--- src/rtl/mawm_pkg.sv ---
// types, codes and small tables for the multi-alarm weekday matcher
// no dependencies
package mawm_pkg;

  // request codes
  localparam logic [1:0] REQ_WRITE = 2'd0;
  localparam logic [1:0] REQ_CHECK = 2'd1;
  localparam logic [1:0] REQ_QUERY = 2'd2;

  // day modes
  localparam logic [3:0] DAY_EACH    = 4'd7;
  localparam logic [3:0] DAY_ONCE    = 4'd8;
  localparam logic [3:0] DAY_WORK    = 4'd9;
  localparam logic [3:0] DAY_WEEKEND = 4'd10;

  // rounds reported for the long beep setting
  localparam logic [4:0] LONG_ROUNDS = 5'd20;

  // weekday bias, 525 - 2 folded mod 7
  localparam logic [7:0] WD_BIAS = 8'd5;

  typedef struct packed {
    logic       enabled;
    logic [3:0] day;
    logic [4:0] hour;
    logic [5:0] minute;
    logic [1:0] pitch;
    logic [3:0] beeps;
  } alarm_entry_t;

  localparam alarm_entry_t ENTRY_DEFAULT = '{
    enabled: 1'b0, day: DAY_EACH, hour: 5'd0, minute: 6'd0, pitch: 2'd1, beeps: 4'd5
  };

  typedef struct packed {
    logic match;    // enabled and hour/minute equal
    logic day_hit;  // match and day mode hits today
    logic due;      // enabled and due within 24h
  } eval_res_t;

  // 13 * (m + 1) / 5 for the shifted month
  function automatic logic [5:0] month_term(input logic [3:0] m);
    logic [5:0] t;
    case (m)
      4'd3:    t = 6'd10;
      4'd4:    t = 6'd13;
      4'd5:    t = 6'd15;
      4'd6:    t = 6'd18;
      4'd7:    t = 6'd20;
      4'd8:    t = 6'd23;
      4'd9:    t = 6'd26;
      4'd10:   t = 6'd28;
      4'd11:   t = 6'd31;
      4'd12:   t = 6'd33;
      4'd13:   t = 6'd36;
      4'd14:   t = 6'd39;
      4'd15:   t = 6'd41;
      default: t = 6'd0;
    endcase
    return t;
  endfunction

  function automatic logic min_is_mult12(input logic [5:0] mn);
    return (mn == 6'd0) || (mn == 6'd12) || (mn == 6'd24) ||
           (mn == 6'd36) || (mn == 6'd48) || (mn == 6'd60);
  endfunction

endpackage

--- src/rtl/multi_alarm_weekday_matcher.sv ---
// multi-alarm weekday matcher: top level, sequencer and alarm table
// uses mawm_pkg, mawm_ram, mawm_weekday and mawm_eval
//
// usage:
// - an item is taken when start is high and busy is low; in_req_type picks
//   write entry, minute check or next-24h query
// - each item gives exactly one result, shown for one cycle with out_strobe;
//   the receiver cannot stall, so results are never held back
// - write, unknown request and a repeated minute check answer one cycle
//   after the item is taken; busy stays low, one item per cycle
// - any other minute check or a query scans the table through one shared
//   compare unit, one entry per cycle from a ram with registered read, and
//   the finish state that ends the scan registers the result; busy is high
//   through the scan and the finish state and the next item can be taken
//   in the cycle the result is shown
// - reset clears the valid bit of every entry (an entry never written reads
//   as disabled, each day, 00:00, pitch 1, beeps 5), the last handled minute
//   and the sequencer; no clearing pass is needed
module multi_alarm_weekday_matcher
  import mawm_pkg::*;
#(
  parameter int NUM_ALARMS      = 16,
  parameter int MAX_BEEP_ROUNDS = 11
) (
  input  logic       clk,
  input  logic       rst_n,
  input  logic       start,
  output logic       busy,
  input  logic [1:0] in_req_type,
  input  logic [3:0] in_entry_index,
  input  logic       in_entry_enabled,
  input  logic [3:0] in_entry_day_mode,
  input  logic [1:0] in_entry_pitch,
  input  logic [3:0] in_entry_beeps,
  input  logic [5:0] in_year_offset,
  input  logic [3:0] in_month,
  input  logic [4:0] in_day_of_month,
  input  logic [4:0] in_hour,
  input  logic [5:0] in_minute,
  output logic       out_strobe,
  output logic       out_fire,
  output logic [3:0] out_alarm_index,
  output logic [1:0] out_pitch,
  output logic [4:0] out_beep_rounds,
  output logic       out_active_valid,
  output logic       out_any_active
);

  // table address, counter and entry widths
  localparam int AW = (NUM_ALARMS > 1) ? $clog2(NUM_ALARMS) : 1;
  localparam int CW = $clog2(NUM_ALARMS + 1);
  localparam int EW = $bits(alarm_entry_t);

  // sequencer states
  localparam logic [1:0] ST_IDLE = 2'd0;
  localparam logic [1:0] ST_SCAN = 2'd1;
  localparam logic [1:0] ST_FIN  = 2'd2;

  logic [1:0]            state_r, state_nxt;
  logic [CW-1:0]         rd_cnt_r, rd_cnt_nxt;
  logic                  ev_vld_r, ev_vld_nxt;
  logic [AW-1:0]         ev_idx_r, ev_idx_nxt;
  logic [NUM_ALARMS-1:0] valid_r, valid_nxt;
  logic                  last_vld_r, last_vld_nxt;
  logic [5:0]            last_min_r, last_min_nxt;
  logic [1:0]            req_r, req_nxt;
  logic [4:0]            hr_r, hr_nxt;
  logic [5:0]            mn_r, mn_nxt;
  logic [2:0]            wd_r, wd_nxt;
  logic [AW-1:0]         play_idx_r, play_idx_nxt;
  alarm_entry_t          play_ent_r, play_ent_nxt;
  logic                  play_due_r, play_due_nxt;
  logic                  fire_acc_r, fire_acc_nxt;
  logic [CW-1:0]         due_cnt_r, due_cnt_nxt;

  logic                  out_strobe_nxt;
  logic                  out_fire_r, out_fire_nxt;
  logic [3:0]            out_idx_r, out_idx_nxt;
  logic [1:0]            out_pitch_r, out_pitch_nxt;
  logic [4:0]            out_beeps_r, out_beeps_nxt;
  logic                  out_av_r, out_av_nxt;
  logic                  out_any_r, out_any_nxt;
  logic                  out_strobe_r;

  logic                  ram_we;
  logic [AW-1:0]         ram_waddr;
  alarm_entry_t          ram_wdata;
  logic [EW-1:0]         ram_q;
  logic [2:0]            wd_in;
  alarm_entry_t          ev_ent;
  eval_res_t             ev_res;
  logic                  idx_in_range;

  // alarm table; entries whose valid bit is clear read as the default entry
  mawm_ram #(
    .WIDTH (EW),
    .DEPTH (NUM_ALARMS)
  ) u_table (
    .clk   (clk),
    .we    (ram_we),
    .waddr (ram_waddr),
    .wdata (ram_wdata),
    .raddr (rd_cnt_r[AW-1:0]),
    .rdata (ram_q)
  );

  // weekday is taken from the item's date when it is accepted
  mawm_weekday u_weekday (
    .year_offset  (in_year_offset),
    .month        (in_month),
    .day_of_month (in_day_of_month),
    .weekday      (wd_in)
  );

  // one compare unit, fed one entry per scan cycle
  mawm_eval u_eval (
    .entry   (ev_ent),
    .weekday (wd_r),
    .hour    (hr_r),
    .minute  (mn_r),
    .res     (ev_res)
  );

  assign ev_ent       = valid_r[ev_idx_r] ? alarm_entry_t'(ram_q) : ENTRY_DEFAULT;
  assign idx_in_range = (int'(in_entry_index) < NUM_ALARMS);
  assign ram_waddr    = AW'(in_entry_index);
  assign ram_wdata    = '{enabled: in_entry_enabled, day: in_entry_day_mode,
                          hour: in_hour, minute: in_minute,
                          pitch: in_entry_pitch, beeps: in_entry_beeps};

  always_comb begin
    state_nxt      = state_r;
    rd_cnt_nxt     = rd_cnt_r;
    ev_vld_nxt     = 1'b0;
    ev_idx_nxt     = ev_idx_r;
    valid_nxt      = valid_r;
    last_vld_nxt   = last_vld_r;
    last_min_nxt   = last_min_r;
    req_nxt        = req_r;
    hr_nxt         = hr_r;
    mn_nxt         = mn_r;
    wd_nxt         = wd_r;
    play_idx_nxt   = play_idx_r;
    play_ent_nxt   = play_ent_r;
    play_due_nxt   = play_due_r;
    fire_acc_nxt   = fire_acc_r;
    due_cnt_nxt    = due_cnt_r;
    ram_we         = 1'b0;
    // result payload is zero unless a case below fills it in
    out_strobe_nxt = 1'b0;
    out_fire_nxt   = 1'b0;
    out_idx_nxt    = 4'd0;
    out_pitch_nxt  = 2'd0;
    out_beeps_nxt  = 5'd0;
    out_av_nxt     = 1'b0;
    out_any_nxt    = 1'b0;

    case (state_r)
      ST_IDLE: begin
        if (start) begin
          req_nxt      = in_req_type;
          hr_nxt       = in_hour;
          mn_nxt       = in_minute;
          wd_nxt       = wd_in;
          rd_cnt_nxt   = '0;
          fire_acc_nxt = 1'b0;
          due_cnt_nxt  = '0;
          play_due_nxt = 1'b0;
          case (in_req_type)
            REQ_WRITE: begin
              // out-of-range index is dropped, result still given
              if (idx_in_range) begin
                ram_we               = 1'b1;
                valid_nxt[ram_waddr] = 1'b1;
              end
              out_strobe_nxt = 1'b1;
            end
            REQ_CHECK: begin
              if (last_vld_r && (last_min_r == in_minute)) begin
                // minute already handled
                out_strobe_nxt = 1'b1;
              end else begin
                last_vld_nxt = 1'b1;
                last_min_nxt = in_minute;
                state_nxt    = ST_SCAN;
              end
            end
            REQ_QUERY: begin
              state_nxt = ST_SCAN;
            end
            default: begin
              out_strobe_nxt = 1'b1;
            end
          endcase
        end
      end

      ST_SCAN: begin
        // read side: one table address per cycle
        if (rd_cnt_r != CW'(NUM_ALARMS)) begin
          rd_cnt_nxt = rd_cnt_r + CW'(1);
          ev_vld_nxt = 1'b1;
          ev_idx_nxt = rd_cnt_r[AW-1:0];
        end
        // compare side: sees the entry read in the cycle before
        if (ev_vld_r) begin
          if (ev_res.match) begin
            // last matching entry is the one that plays
            play_idx_nxt = ev_idx_r;
            play_ent_nxt = ev_ent;
            play_due_nxt = ev_res.due;
          end
          if (ev_res.day_hit) begin
            fire_acc_nxt = 1'b1;
          end
          if (ev_res.due) begin
            due_cnt_nxt = due_cnt_r + CW'(1);
          end
          if (ev_idx_r == AW'(NUM_ALARMS - 1)) begin
            state_nxt = ST_FIN;
          end
        end
      end

      ST_FIN: begin
        state_nxt      = ST_IDLE;
        out_strobe_nxt = 1'b1;
        if (req_r == REQ_QUERY) begin
          out_av_nxt  = 1'b1;
          out_any_nxt = (due_cnt_r != '0);
        end else if (fire_acc_r) begin
          out_fire_nxt  = 1'b1;
          out_idx_nxt   = 4'(play_idx_r);
          out_pitch_nxt = play_ent_r.pitch;
          out_beeps_nxt = (play_ent_r.beeps == 4'(MAX_BEEP_ROUNDS - 1)) ?
                          LONG_ROUNDS : 5'(play_ent_r.beeps);
          if (play_ent_r.day == DAY_ONCE) begin
            // one-time entry goes back to defaults, which are disabled,
            // so it drops out of the due count
            valid_nxt[play_idx_r] = 1'b0;
            out_av_nxt  = 1'b1;
            out_any_nxt = ((due_cnt_r - CW'(play_due_r)) != '0);
          end
        end else begin
          // quiet minute: allow a later check of the same minute
          last_vld_nxt = 1'b0;
          if (min_is_mult12(mn_r)) begin
            out_av_nxt  = 1'b1;
            out_any_nxt = (due_cnt_r != '0);
          end
        end
      end

      default: begin
        state_nxt = ST_IDLE;
      end
    endcase
  end

  // control state
  always_ff @(posedge clk) begin
    if (!rst_n) begin
      state_r      <= ST_IDLE;
      ev_vld_r     <= 1'b0;
      valid_r      <= '0;
      last_vld_r   <= 1'b0;
      play_idx_r   <= '0;
      out_strobe_r <= 1'b0;
    end else begin
      state_r      <= state_nxt;
      ev_vld_r     <= ev_vld_nxt;
      valid_r      <= valid_nxt;
      last_vld_r   <= last_vld_nxt;
      play_idx_r   <= play_idx_nxt;
      out_strobe_r <= out_strobe_nxt;
    end
  end

  // payload and working registers
  always_ff @(posedge clk) begin
    rd_cnt_r    <= rd_cnt_nxt;
    ev_idx_r    <= ev_idx_nxt;
    last_min_r  <= last_min_nxt;
    req_r       <= req_nxt;
    hr_r        <= hr_nxt;
    mn_r        <= mn_nxt;
    wd_r        <= wd_nxt;
    play_ent_r  <= play_ent_nxt;
    play_due_r  <= play_due_nxt;
    fire_acc_r  <= fire_acc_nxt;
    due_cnt_r   <= due_cnt_nxt;
    out_fire_r  <= out_fire_nxt;
    out_idx_r   <= out_idx_nxt;
    out_pitch_r <= out_pitch_nxt;
    out_beeps_r <= out_beeps_nxt;
    out_av_r    <= out_av_nxt;
    out_any_r   <= out_any_nxt;
  end

  assign busy             = (state_r != ST_IDLE);
  assign out_strobe       = out_strobe_r;
  assign out_fire         = out_fire_r;
  assign out_alarm_index  = out_idx_r;
  assign out_pitch        = out_pitch_r;
  assign out_beep_rounds  = out_beeps_r;
  assign out_active_valid = out_av_r;
  assign out_any_active   = out_any_r;

endmodule

--- src/rtl/mawm_ram.sv ---
// generic single-write, single-read ram with registered read data
// no dependencies
module mawm_ram #(
  parameter int WIDTH = 22,
  parameter int DEPTH = 16,
  localparam int AW = (DEPTH > 1) ? $clog2(DEPTH) : 1
) (
  input  logic             clk,
  input  logic             we,
  input  logic [AW-1:0]    waddr,
  input  logic [WIDTH-1:0] wdata,
  input  logic [AW-1:0]    raddr,
  output logic [WIDTH-1:0] rdata
);

  logic [WIDTH-1:0] mem [DEPTH];

  always_ff @(posedge clk) begin
    if (we) begin
      mem[waddr] <= wdata;
    end
    rdata <= mem[raddr];
  end

endmodule

--- src/rtl/mawm_weekday.sv ---
// weekday from the calendar date, monday is 0
// uses mawm_pkg for the month term table
module mawm_weekday
  import mawm_pkg::*;
(
  input  logic [5:0] year_offset,
  input  logic [3:0] month,
  input  logic [4:0] day_of_month,
  output logic [2:0] weekday
);

  logic       early;
  logic [3:0] m_adj;
  logic [6:0] y;
  logic [7:0] sum;
  logic [4:0] fold1;
  logic [3:0] fold2;

  always_comb begin
    early = (month <= 4'd2);
    m_adj = early ? month + 4'd12 : month;
    y     = 7'(year_offset) + 7'd20 - (early ? 7'd1 : 7'd0);
    sum   = 8'(day_of_month) + 8'(month_term(m_adj)) + 8'(y) + 8'(y >> 2) + WD_BIAS;
    // 8 is 1 mod 7, so octal digits can be summed
    fold1 = 5'(sum[2:0]) + 5'(sum[5:3]) + 5'(sum[7:6]);
    fold2 = 4'(fold1[2:0]) + 4'(fold1[4:3]);
    weekday = (fold2 >= 4'd7) ? 3'(fold2 - 4'd7) : fold2[2:0];
  end

endmodule

--- src/rtl/mawm_eval.sv ---
// per-entry compare unit, reused for every entry during a table scan
// uses mawm_pkg for the entry layout and day mode codes
module mawm_eval
  import mawm_pkg::*;
(
  input  alarm_entry_t entry,
  input  logic [2:0]   weekday,
  input  logic [4:0]   hour,
  input  logic [5:0]   minute,
  output eval_res_t    res
);

  logic [10:0] now_min;
  logic [10:0] at_min;
  logic [3:0]  wd;
  logic [3:0]  wd_next;
  logic        ge;
  logic        le;
  logic        any_day;

  always_comb begin
    now_min = 11'(hour) * 11'd60 + 11'(minute);
    at_min  = 11'(entry.hour) * 11'd60 + 11'(entry.minute);
    wd      = {1'b0, weekday};
    wd_next = (weekday == 3'd6) ? 4'd0 : wd + 4'd1;
    ge      = (at_min >= now_min);
    le      = (at_min <= now_min);
    any_day = (entry.day == DAY_EACH) || (entry.day == DAY_ONCE);

    res.match = entry.enabled && (entry.hour == hour) && (entry.minute == minute);
    res.day_hit = res.match &&
      (any_day || (entry.day == wd) ||
       ((entry.day == DAY_WORK) && (weekday < 3'd5)) ||
       ((entry.day == DAY_WEEKEND) && (weekday >= 3'd5)));
    res.due = entry.enabled &&
      (any_day ||
       ((entry.day == wd) && ge) ||
       ((entry.day == wd_next) && le) ||
       ((entry.day == DAY_WORK) &&
        ((weekday < 3'd4) || ((weekday == 3'd4) && ge) || ((weekday == 3'd6) && le))) ||
       ((entry.day == DAY_WEEKEND) &&
        ((weekday == 3'd5) || ((weekday == 3'd6) && ge) || ((weekday == 3'd4) && le))));
  end

endmodule

--- config.mk ---
export PLATFORM = sky130hd
export DESIGN_NAME = multi_alarm_weekday_matcher
export DESIGN_NICKNAME = d
export VERILOG_FILES = /design/src/rtl/mawm_pkg.sv /design/src/rtl/multi_alarm_weekday_matcher.sv /design/src/rtl/mawm_ram.sv /design/src/rtl/mawm_weekday.sv /design/src/rtl/mawm_eval.sv
export SDC_FILE = /design/constraint.sdc
export NUM_CORES = 1
export LEC_CHECK = 0
export BUFFER_PORTS_ARGS = -buffer_cell sky130_fd_sc_hd__buf_2
export CAP_MARGIN = 30
export CORE_ASPECT_RATIO = 1.1
export CORE_MARGIN = 2
export CORE_UTILIZATION = 65
export CTS_BUF_LIST = sky130_fd_sc_hd__clkbuf_4 sky130_fd_sc_hd__clkbuf_8
export DETAILED_ROUTE_END_ITERATION = 6
export PLACE_DENSITY = 0.83
export SYNTH_ARGS = -nofsm -noshare
export SYNTH_HDL_FRONTEND = slang
export SYNTH_SLANG_ARGS = --single-unit
--- constraint.sdc ---
create_clock -name clk -period 8.7 [get_ports clk]
set_input_delay 1.305 -clock clk [delete_from_list [all_inputs] [get_ports clk]]
set_output_delay 1.305 -clock clk [all_outputs]
set_load 0.02 [all_outputs]
# Word-level counts from Yosys, hierarchy flattened
# Memories as Yosys holds them, arrays and structs flattened. A register that Yosys moved wholly into a read port is not among the register bits.
# Index checks and enable logic that the tools add are counted.
[op_classes]
n_addsub = 17
bitwise = 6
n_eq_ne = 42
order_cmp = 12
n_mux = 62
multipliers = 2
n_reduce_logical = 57
[op_table]
columns = ["cell", "count"]
rows = [
  ["$mux 16", 5],
  ["$pmux 16 s2", 1],
  ["$mux 1", 31],
  ["$mux 5", 5],
  ["$eq 4x4->1 const B", 6],
  ["$ne 2x2->1 const B", 12],
  ["$add 11x6->11", 2],
  ["$mux 22", 1],
  ["$pmux 5 s2", 2],
  ["$eq 6x6->1 const B", 3],
  ["$mul 5x4->9 const B", 2],
  ["$logic_and 1x1->1", 17],
  ["$logic_or 1x1->1", 17],
  ["$and 16x16->16", 1],
  ["$not 16->16", 1],
  ["$or 16x16->16", 1],
  ["$reduce_and 4->1", 4],
  ["$lt 4x5->1 const B", 3],
  ["$eq 6x6->1", 2],
  ["$reduce_and 6->1", 2],
  ["$ge 11x11->1", 1],
  ["$le 11x11->1", 1],
  ["$add 5x1->5 const B", 2],
  ["$pmux 1 s2", 5],
  ["other kinds (48)", 71],
]
[word_totals]
wordCells = 226
regBits = 87
romBits = 96
ram_bits = 352
n_memories = 2
[mem_list]
columns = ["name", "depth", "word_bits", "rd", "rd_clocked_by_memory_dff", "wr", "line_no", "source"]
rows = [
  ["u_table.mem", 16, 22, 1, 1, 1, "mawm_ram.sv:16", "logic [WIDTH-1:0] mem [DEPTH];"],
  ["(name not given)", 16, 6, 1, 0, 0, "mawm_pkg.sv:44", "case (m)"],
]

# Depth between registers and ports, before layout
# Gate-level depths: netlist of the first run.
[logic_depth]
depth_word = 16
depth_mapped = 35
ltp_nobuf = 34

# Cells and area by module
# A second synthesis of the first run with hierarchy kept.
[unflattened]
cells_unflattened = 1326
hier_area_um2 = 21111.5
[by_module_without_submodules]
columns = ["mod", "cells_each", "seq_area_each_um2", "n_inst", "area_per_inst_um2"]
rows = [
  ["mawm_ram", 583, 11010.6, 1, 13822.0],
  ["multi_alarm_weekday_matcher", 331, 2222.1, 1, 3808.7],
  ["mawm_eval", 254, 0.0, 1, 2103.3],
  ["mawm_weekday", 158, 0.0, 1, 1377.6],
]

# Worst setup path before layout of the first run
# Ideal clock, no wire load.
[synth_path]
path_kind = "input to register"
from = "input port in_month[2]"
to = "register wd_r[1], data pin"
t_arrival_ps = 7840
setup_slack_ps = 600
n_path_buf = 1
cell_stages = 29
t_required_ps = 8440
path_cell_list = "inv_1 -> ha_1 -> nand2_1 -> a22o_1 -> clkbuf_1 -> nor2_1 -> a21oi_2 -> mux4_2 -> inv_1 -> fa_1 -> fa_1 -> fa_1 -> inv_1 -> ha_1 -> a21o_1 -> a21oi_1 -> xnor2_1 -> fa_1 -> ha_1 -> a21o_1 -> nand2_1 -> xor2_1 -> ha_1 -> inv_1 -> fa_1 -> inv_1 -> ha_1 -> a21oi_1 -> mux2_2"
[synth_via]
elab_chain_cells = 12
elab_cells_between_ends = 16
cone_classes = "add/sub: 10; order compare: 2; mux: 3; memory: 1"
[synth_lines]
columns = ["item", "line_no", "source"]
rows = [
  ["start, declared", "multi_alarm_weekday_matcher.sv:36", "input logic [3:0] in_month,"],
  ["$add 4x4->4 / $le 4x2->1 (equally long branches)", "mawm_weekday.sv:21, mawm_weekday.sv:20", ""],
  ["$mux 4", "mawm_weekday.sv:21", "m_adj = early ? month + 4'd12 : month;"],
  ["$mem_v2 16x6", "--", ""],
  ["$add 5x6->7", "mawm_weekday.sv:23", "sum = 8'(day_of_month) + 8'(month_term(m_adj)) + 8'(y) + 8'(y >> 2) + WD_BIAS;"],
  ["$add 8x7->8", "mawm_weekday.sv:23", ""],
  ["$add 8x5->8 (*)", "mawm_weekday.sv:23", ""],
  ["$add 8x3->8 (*)", "mawm_weekday.sv:23", ""],
  ["$add 3x3->4", "mawm_weekday.sv:25", "fold1 = 5'(sum[2:0]) + 5'(sum[5:3]) + 5'(sum[7:6]);"],
  ["$add 5x2->5 (*)", "mawm_weekday.sv:25", ""],
  ["$add 3x2->4 (*)", "mawm_weekday.sv:26", "fold2 = 4'(fold1[2:0]) + 4'(fold1[4:3]);"],
  ["$ge 4x3->1 / $sub 3x3->3 (equally long branches)", "mawm_weekday.sv:27", "weekday = (fold2 >= 4'd7) ? 3'(fold2 - 4'd7) : fold2[2:0];"],
  ["$mux 3 (*)", "mawm_weekday.sv:27", ""],
  ["net u_weekday.weekday[1]", "mawm_weekday.sv:9", "output logic [2:0] weekday"],
  ["end signal, assigned", "multi_alarm_weekday_matcher.sv:287", "wd_r <= wd_nxt;"],
  ["end, declared", "multi_alarm_weekday_matcher.sv:69", "logic [2:0] wd_r, wd_nxt;"],
]
# The timed path passes the listed nets; every way through them passes the cells marked *.
# A chain may end at the register's enable or synchronous reset.

# Final worst setup path of the first run
# Ends and elaborated chain as after synthesis.

==> impl_metrics.env, run 1 <==
export IMPL_cts_hold_buf=0
export IMPL_syn_to_final_growth_pct=11.82
export IMPL_root_buffer="clkbuf_8"
export IMPL_drcViolationCount=2
export IMPL_cp_required_ps=9050
export IMPL_min_period_ps=7993
export IMPL_cp_arrival_ps=8340
export IMPL_core_area_mm2=0.03148
export IMPL_grtUsageTotal=0.2732
export IMPL_syn_inst=1288
export IMPL_rrSetupSlack_ps=1960
export IMPL_rsz0062_at_grt="false"
export IMPL_relSlewSlack=0.2925
export IMPL_ys_ff_latch=461
export IMPL_start_util=0.6625
export IMPL_drt_wl_total_mm=45.23
export IMPL_h_tree_depth=3
export IMPL_mostFrequentLayoutCell="edfxtp_1"
export IMPL_row_count=68
export IMPL_place_inst=1750
export IMPL_slew_violations=0
export IMPL_placed_area_mm2=0.02172
export IMPL_synthTopCellsByArea="edfxtp_1 (58%), mux4_2 (12%), dfxtp_1 (5.9%), ha_1 (5.3%), fa_1 (2.4%)"
export IMPL_wl_per_cell_um=24.07
export IMPL_post_cts_buffers=0
export IMPL_post_route_util=0.7408
export IMPL_antenna_found_initial=1
export IMPL_path_max_fanout=8
export IMPL_fin_nets=1564
export IMPL_cell_internal_pwr_w=0.004985
export IMPL_dr_first_iter_drc_count=1220
export IMPL_hold_violations=0
export IMPL_die_y_um=191.9
export IMPL_final_setup_viol_count=0
export IMPL_min_path_type="flip-flop to flip-flop"
export IMPL_via_per_inst=6.280
export IMPL_violations="design-rule violations"
export IMPL_clkTransAtPathRegs_ps=60
export IMPL_num_vias=11800
export IMPL_period_share=0.9187
export IMPL_netlist_area_mm2=0.02086
export IMPL_max_freq_mhz=125.1
export IMPL_slowest_stage="mux4_2"
export IMPL_finClkSkew_ps=34.40
export IMPL_antenna_cells=0
export IMPL_dieArea_mm2=0.03354
export IMPL_cap_viol_max_count=0
export IMPL_crit_type="input port to flip-flop"
export IMPL_power_w=0.007424
export IMPL_fin_area_mm2=0.02332
export IMPL_outcome="complete, but fails checks"
export IMPL_p_leak_nw=8.436
export IMPL_instances_no_fill=1879
export IMPL_yosys_area_top_type_share=0.5759
export IMPL_dr_pass1_iters=7
export IMPL_synth_area_leader_cell="edfxtp_1"
export IMPL_yosysWarnings=0
export IMPL_port_buffers=61
export IMPL_avgSynthCellArea_um2=16.19
export IMPL_insertion_delay_ps=610
export IMPL_dieWidth_um=174.8
export IMPL_grt_overflow=0
export IMPL_pwr_density_cell_mw_per_mm2=318.3
export IMPL_swShare=0.3286
export IMPL_ys_seq_area_frac=0.6345
export IMPL_grt_pass1_wl_mm=68.14
export IMPL_synth_edff_count=400
export IMPL_tightest_slew_ps=1057
export IMPL_ys_types=61
export IMPL_max_stage_delay_ps=580
export IMPL_peakVddDrop_uv=917.7
export IMPL_numCtsBuffers=72
export IMPL_seq_power_share=0.359
export IMPL_drive_gt1_frac=0.2413
export IMPL_syn_nets=1447
export IMPL_startpoint_type="input port"
export IMPL_cts_resized=0
export IMPL_ioPinCount=62
export IMPL_clock_path_buffers=3
export IMPL_clock_sinks=461
export IMPL_ys_flop_type="edfxtp_1"
export IMPL_comb_power_share=0.376
export IMPL_crit_top_cell="ha_1"
export IMPL_clkPwrFrac=0.265
export IMPL_grt_max_degree=59
export IMPL_setup_tns_ps=0
export IMPL_mostFrequentLayoutCells="edfxtp_1 (400), mux4_2 (111), inv_1 (90)"
export IMPL_cts_tree="built"
export IMPL_ant_nets=0
export IMPL_dp_hpwl_mm=27.26
export IMPL_grt_pass1_vias=12130
export IMPL_synth_async_sr_flop_share=0
export IMPL_gp_congestion=0.8780
export IMPL_switching_power_w=0.002440
export IMPL_cp_end_kind="flip-flop"
==> worst max-delay path: cells and delay by family <==
kind,cells,cell delay [ps]
AND/OR/NAND/NOR,3,230
adder cells (fa/ha/maj),10,3300
multiplexers,2,960
AO/OA/AOI/OAI,8,1690
buffers and inverters,6,390
XOR/XNOR,2,450
==> worst paths after layout <==
check	cells after the start	from	endpoint
max	31	in_month[2]	wd_r[1]
min	1	play_ent_r[4]	out_pitch[0]
max reg2reg	23	ev_idx_r[2]	due_cnt_r[3]
min reg2reg	1	play_ent_r[4]	out_pitch[0]
==> cell usage after synthesis (6+ instances only) <==
cell	instances
a31oi_1	9
clkbuf_1	26
nand2_1	45
nor3b_1	6
nand2b_1	20
nand4_1	7
a21oi_1	47
nand3b_1	7
buf_2	10
nor2b_1	10
fa_1	25
o21ai_0	29
ha_1	88
nand3_1	26
o21bai_1	7
nor2_1	57
mux4_2	111
and2_1	23
mux2i_1	8
xor2_1	33
a211oi_1	8
dfxtp_1	61
xnor2_1	38
nor3_1	12
o221a_2	6
inv_1	90
edfxtp_1	400
a21o_1	11
nor4_1	6
==> layout make-up <==
type / count / area, um^2
repair buffers: 85 / 505.5
inverters: 90 / 337.8
multi-input cells: 695 / 7151
clock inverters: 27 / 322.8
fillers: 1843 / 8159
clock buffers: 101 / 1246
flip-flops and latches: 461 / 13230
well taps: 420 / 525.5
==> state kept, by name (all words and copies together) (netlist names), 6 cells and up <==
signal	flops
valid_r	16
u_table.rdata	22
u_table.mem	352
mn_r	6
last_min_r	6
play_ent_r	10
==> cell families after synthesis <==
logic type / after synthesis / synth area share
compound gates: 150 / 0.04787
xor+xnor: 71 / 0.02982
simple gates: 241 / 0.06173
buf+inv: 132 / 0.02508
flops: 461 / 0.6345
fa+ha+maj: 113 / 0.07679
mux: 120 / 0.1242
==> layer usage <==
metal | GRT usage | routed length (um)
met5 | 0 | 0
met4 | 0.09679 | 1052
met3 | 0.05107 | 3698
met2 | 0.4676 | 23230
met1 | 0.3555 | 17250
==> through the flow <==
| step | hold WS [ps] | setup slack (ps) |
|---|---|---|
| 3_3_place_gp | 428.5 | 379.5 |
| 5_1_grt | 465.0 | 302.6 |
| 3_5_place_dp | 439.6 | 155.7 |
| 4_1_cts | 455.3 | 782.9 |
| 6_report | 450.1 | 707.3 |
| 2_1_floorplan | 420.3 | 600.4 |
==> power by group through the flow <==
stage                     clock [W]  sequential, W  combinational [W]
after detailed placement          0        0.00270            0.00276
after global placement            0        0.00270            0.00259
after floorplan                   0        0.00266            0.00223
final                       0.00197        0.00266            0.00279
after global routing        0.00208        0.00267            0.00320
after CTS                   0.00199        0.00266            0.00276
Note: power is estimated with default switching activity, not from simulation.
==> run 2: changes to the inputs <==
--- a/config.mk
+++ b/config.mk
@@ -8,11 +8,9 @@
 export BUFFER_PORTS_ARGS = -buffer_cell sky130_fd_sc_hd__buf_2
 export CAP_MARGIN = 30
 export CORE_ASPECT_RATIO = 1.1
-export CORE_MARGIN = 2
-export CORE_UTILIZATION = 65
-export CTS_BUF_LIST = sky130_fd_sc_hd__clkbuf_4 sky130_fd_sc_hd__clkbuf_8
+export CORE_UTILIZATION = 61
 export DETAILED_ROUTE_END_ITERATION = 6
-export PLACE_DENSITY = 0.83
+export PLACE_DENSITY = 0.78
 export SYNTH_ARGS = -nofsm -noshare
 export SYNTH_HDL_FRONTEND = slang
 export SYNTH_SLANG_ARGS = --single-unit
==> run 2 against run 1 <==
Total power fell by 2.0%. Sequential power barely moved. Critical endpoint unchanged. The run now ends clean. Largest cell class unchanged. Worst setup slack got worse by 10 ps. Clock-buffer cell count fell by 37.
==> impl_metrics.env, run 2 (synthesized netlist as in run 1, its figures left out) <==
export IMPL_use_met3=0.04709
export IMPL_die_y_um=195.9
export IMPL_drive_gt1_frac=0.2055
export IMPL_root_buffer="clkbuf_16"
export IMPL_regArea_mm2=0.01323
export IMPL_antenna_found_initial=5
export IMPL_cts_tree="built"
export IMPL_insertion_delay_ps=550
export IMPL_pwr_density_cell_mw_per_mm2=313.8
export IMPL_slew_violations=0
export IMPL_grt_busiest_layer="met2"
export IMPL_clkTransAtPathRegs_ps=60
export IMPL_grt_overflow=0
export IMPL_cts_hold_buf=0
export IMPL_peakVddDrop_uv=765.9
export IMPL_gp_congestion=0.8503
export IMPL_finClkSkew_ps=20.31
export IMPL_top_register="u_table.mem"
export IMPL_largest_reg_flops=352
export IMPL_startpoint_type="input port"
export IMPL_via_per_inst=6.305
export IMPL_min_period_ps=8003
export IMPL_setup_tns_ps=0
export IMPL_dieWidth_um=178.3
export IMPL_port_buffers=61
export IMPL_period_share=0.9199
export IMPL_start_util=0.6234
export IMPL_tightest_slew_ps=979.6
export IMPL_hold_violations=0
export IMPL_holdWs_ps=454.2
export IMPL_nFillCells=2131
export IMPL_core_area_mm2=0.03346
export IMPL_dp_hpwl_mm=26.31
export IMPL_power_w=0.007272
export IMPL_slowest_stage="mux4_2"
export IMPL_relSlewSlack=0.3469
export IMPL_post_cts_buffers=0
export IMPL_cp_end_kind="flip-flop"
export IMPL_numCtsBuffers=44
export IMPL_min_path_type="flip-flop to flip-flop"
export IMPL_cap_viol_max_count=0
export IMPL_row_count=70
export IMPL_fin_nets=1535
export IMPL_crit_type="input port to flip-flop"
export IMPL_ant_nets=0
export IMPL_syn_to_final_growth_pct=11.12
export IMPL_dr_first_iter_drc_count=926
export IMPL_crit_top_cell="ha_1"
export IMPL_grt_max_degree=70
export IMPL_mostFrequentLayoutCell="edfxtp_1"
export IMPL_grt_use_met2=0.4466
export IMPL_rrSetupSlack_ps=1220
export IMPL_max_stage_delay_ps=580
export IMPL_cp_arrival_ps=8300
export IMPL_reg_top3="u_table.mem (352), u_table.rdata (22), valid_r (16)"
export IMPL_clock_path_buffers=3
export IMPL_outcome="completed"
export IMPL_mostFrequentLayoutCells="edfxtp_1 (400), mux4_2 (111), inv_1 (90)"
export IMPL_dieArea_mm2=0.03493
export IMPL_path_max_fanout=8
export IMPL_max_freq_mhz=125.0
export IMPL_cp_required_ps=8990
export IMPL_h_tree_depth=2
export IMPL_p_leak_nw=8.286
export IMPL_ioPinCount=62
export IMPL_met1_usage=0.3504
export IMPL_final_setup_viol_count=0
export IMPL_grtUsageTotal=0.2662
export IMPL_multi_input_area_mm2=0.007151
export IMPL_num_vias=11630
export IMPL_rsz0062_at_grt="false"
export IMPL_grt_pass1_wl_mm=67.69
export IMPL_cts_resized=0
export IMPL_grt_pass1_vias=11940
export IMPL_drt_wl_total_mm=45.18
export IMPL_drcViolationCount=0
export IMPL_wl_per_cell_um=24.49
export IMPL_clock_sinks=461
export IMPL_dr_pass1_iters=5
[run 2: cell types whose count changed in the layout (fill, tap and decap cells not counted), sizes merged]
cell | before | now
diode | 0 | 2
inv | 94 | 93
buf | 85 | 84
bufinv | 7 | 2
clkinv | 14 | 10
clkbuf | 101 | 64
[run 2: path summary, 6_finish.rpt]
| path | startpoint | end | cells after the start |
|---|---|---|---|
| setup / recovery | in_month[2] | wd_r[1] | 31 |
| hold / removal | play_ent_r[5] | out_pitch[1] | 1 |
| setup reg to reg | ev_idx_r[2] | due_cnt_r[3] | 23 |
| hold reg to reg | play_ent_r[5] | out_pitch[1] | 1 |
[run 2: per-stage QoR]
stage                     cell area [um^2]    util  cells  setup WS, ps
after floorplan                      20860       -   1288         600.4
after global placement               21720  0.6493   1760         373.6
after detailed placement             21750  0.6502   1761         135.6
after CTS                            23140  0.6917   1842         692.5
after global routing                 23170  0.6926   1844         183.5
final                                23180  0.6927   1845         697.0
[run 2: area by class of cell]
| type | instances | area share |
|---|---|---|
| sequential | 461 | 0.5710 |
| multi-input combinational | 695 | 0.3085 |
| clock buffer | 64 | 0.05291 |
| tap | 432 | 0.02332 |
| timing repair buffer | 84 | 0.02235 |
| inverter | 90 | 0.01458 |
| clock inverter | 17 | 0.007126 |
| antenna | 2 | 0.0002159 |
[run 2: layer usage]
layer / share of wire / wire length (um) / vias to the layer above
met5: 0.00053 / 24 / -
met4: 0.034 / 1536 / 4
met3: 0.072 / 3248 / 125
met2: 0.50 / 22750 / 495
met1: 0.39 / 17620 / 5887
li1: - / - / 5121
[run 2: critical path, delay by kind of cell]
family	cells	cell delay (ps)
adders and majority gates	10	3310
muxes	2	940
buffers and inverters	6	430
AOI/OAI and AO/OA	8	1630
xor gates and xnor gates	2	440
and+or+nand+nor	3	220
[run 2: report_power, final]
group	internal (W)	switching (W)	leakage [nW]	total (W)
sequential	0.00258	0.0000891	4.12	0.00267
clock	0.00105	0.000792	0.669	0.00184
combinational	0.00127	0.00149	3.49	0.00277
==> run 3: changes to the inputs <==
--- a/config.mk
+++ b/config.mk
@@ -7,10 +7,12 @@
 export LEC_CHECK = 0
 export BUFFER_PORTS_ARGS = -buffer_cell sky130_fd_sc_hd__buf_2
 export CAP_MARGIN = 30
-export CORE_ASPECT_RATIO = 1.1
-export CORE_UTILIZATION = 61
+export CELL_PAD_IN_SITES_DETAIL_PLACEMENT = 0
+export CELL_PAD_IN_SITES_GLOBAL_PLACEMENT = 1
+export CORE_ASPECT_RATIO = 2
+export CORE_UTILIZATION = 54
 export DETAILED_ROUTE_END_ITERATION = 6
-export PLACE_DENSITY = 0.78
+export PLACE_DENSITY_LB_ADDON = 0.1
 export SYNTH_ARGS = -nofsm -noshare
 export SYNTH_HDL_FRONTEND = slang
 export SYNTH_SLANG_ARGS = --single-unit
==> run 3 against run 2 <==
Clock skew is essentially flat. Global-route usage shrank 2.4 points. Final area grew 1.2%. Register-to-register slack gained 310 ps. Critical path type unchanged. Clock power shrank 3%. Flip-flop and latch count is the same. Sequential power is essentially flat. Worst setup slack lost 27 ps. Via count shrank 2.3%. Highest routed layer unchanged. Routed wire length grew 1.7%.
==> impl_metrics.env, run 3 (synthesized netlist as in run 1, its figures left out) <==
export IMPL_outcome="completed"
export IMPL_comb_power_share=0.389
export IMPL_startpoint_type="input port"
export IMPL_cap_viol_max_count=0
export IMPL_cp_required_ps=8990
export IMPL_mostFrequentLayoutCells="edfxtp_1 (400), mux4_2 (111), inv_1 (90)"
export IMPL_gp_congestion=0.8526
export IMPL_dieWidth_um=141.0
export IMPL_cell_internal_pwr_w=0.004859
export IMPL_dp_hpwl_mm=30.75
export IMPL_h_tree_depth=2
export IMPL_ant_nets=0
export IMPL_crit_type="input port to flip-flop"
export IMPL_cts_hold_buf=0
export IMPL_finClkSkew_ps=20.11
export IMPL_antenna_found_initial=1
export IMPL_drt_wl_total_mm=45.96
export IMPL_grt_pass1_vias=11710
export IMPL_period_share=0.9230
export IMPL_core_area_mm2=0.03804
export IMPL_wl_per_cell_um=23.86
export IMPL_final_setup_viol_count=0
export IMPL_cp_end_kind="flip-flop"
export IMPL_mostFrequentLayoutCell="edfxtp_1"
export IMPL_ff2ff_path_depth=25
export IMPL_tightest_slew_ps=943.3
export IMPL_insertion_delay_ps=550
export IMPL_min_period_ps=8030
export IMPL_swShare=0.3308
export IMPL_switching_power_w=0.002402
export IMPL_seq_power_share=0.366
export IMPL_die_y_um=279.9
export IMPL_dr_pass1_iters=5
export IMPL_root_buffer="clkbuf_16"
export IMPL_num_vias=11360
export IMPL_reg_top3="u_table.mem (352), u_table.rdata (22), valid_r (16)"
export IMPL_fin_nets=1538
export IMPL_start_util=0.5483
export IMPL_syn_to_final_growth_pct=12.47
export IMPL_place_inst=1852
export IMPL_clock_sinks=461
export IMPL_peakVddDrop_uv=656.5
export IMPL_relSlewSlack=0.3704
export IMPL_crit_top_cell="ha_1"
export IMPL_post_cts_buffers=0
export IMPL_port_buffers=61
export IMPL_grtUsageTotal=0.2424
export IMPL_dieArea_mm2=0.03946
export IMPL_max_freq_mhz=124.5
export IMPL_clock_path_buffers=3
export IMPL_nFillCells=2807
export IMPL_top_register="u_table.mem"
export IMPL_dr_first_iter_drc_count=656
export IMPL_cp_arrival_ps=8320
export IMPL_grt_pass1_wl_mm=69.21
export IMPL_ioPinCount=62
export IMPL_largest_reg_flops=352
export IMPL_pwr_density_cell_mw_per_mm2=309.5
export IMPL_min_path_cells=1
export IMPL_numCtsBuffers=40
export IMPL_antenna_cells=0
export IMPL_min_path_type="flip-flop to flip-flop"
export IMPL_path_max_fanout=8
export IMPL_drcViolationCount=0
export IMPL_p_leak_nw=8.341
export IMPL_rsz0062_at_grt="false"
export IMPL_slowest_stage="mux4_2"
export IMPL_hold_violations=0
export IMPL_grt_overflow=0
export IMPL_cts_tree="built"
export IMPL_instances_no_fill=1926
export IMPL_via_per_inst=5.899
export IMPL_row_count=101
export IMPL_clkPwrFrac=0.246
export IMPL_setup_tns_ps=0
export IMPL_cts_resized=0
export IMPL_max_stage_delay_ps=590
export IMPL_grt_max_degree=51
export IMPL_drive_gt1_frac=0.2098
export IMPL_clkTransAtPathRegs_ps=70
export IMPL_slew_violations=0
-- run 3: cell types whose count changed in the layout (fill, tap and decap cells not counted), moves of 4 or more --
cell	before	now
buf_16	2	10
clkbuf_8	5	1
nor2_4	0	9
nor2_2	12	3
clkbuf_1	15	9
-- run 3: worst max-delay path, delay by kind of cell --
kind | cells | cell delay, ps
fa+ha+maj | 10 | 3320
mux | 2 | 950
buf+inv | 6 | 430
simple gates | 3 | 220
compound gates | 8 | 1670
xor+xnor | 2 | 430
-- run 3: power groups by stage --
stage	clock network (W)	registers [W]	logic, W
6_report	0.00178	0.00266	0.00282
5_1_grt	0.00189	0.00266	0.00320
4_1_cts	0.00181	0.00265	0.00288
3_5_place_dp	0	0.00270	0.00286
3_3_place_gp	0	0.00270	0.00271
2_1_floorplan	0	0.00266	0.00223
-- run 3: worst paths after layout --
check / start / to / slack [ps]
setup / recovery: in_month[2] / wd_r[1] / 670
hold / removal: play_ent_r[4] / out_pitch[0] / 480
setup reg to reg: ev_idx_r[2] / due_cnt_r[3] / 1530
hold reg to reg: play_ent_r[4] / out_pitch[0] / 480
-- run 3: final cells by class --
cell class	instances	area, um^2	share of cell area
Timing Repair Buffer	91	730.7	0.03115
Clock inverter	20	167.7	0.007147
Sequential cell	461	13230	0.5641
Multi-Input combinational cell	695	7196	0.3068
Inverter	90	337.8	0.01440
Tap cell	515	644.4	0.02747
Clock buffer	54	1149	0.04897
-- run 3: metrics by stage --
| step | util | cell area (um^2) | worst slack [ps] | hold WS, ps | total power (W) |
|---|---|---|---|---|---|
| after floorplan | - | 20860 | 600.4 | 420.3 | 0.004887 |
| after global routing | 0.6167 | 23460 | 189.9 | 510.5 | 0.007746 |
| after global placement | 0.5749 | 21870 | 189.9 | 446.6 | 0.005416 |
| after detailed placement | 0.5821 | 22140 | 76.89 | 456.1 | 0.005568 |
| after CTS | 0.6167 | 23460 | 619.8 | 483.3 | 0.007351 |
| final | 0.6167 | 23460 | 669.7 | 476.4 | 0.007260 |
-- run 3: metal layers --
layer,share of wire,GRT usage,up-vias
met1,0.37,0.2796,5792
met3,0.043,0.02803,106
met2,0.55,0.4480,334
li1,-,-,5127
met5,0.00017,0,-
met4,0.040,0.1095,2
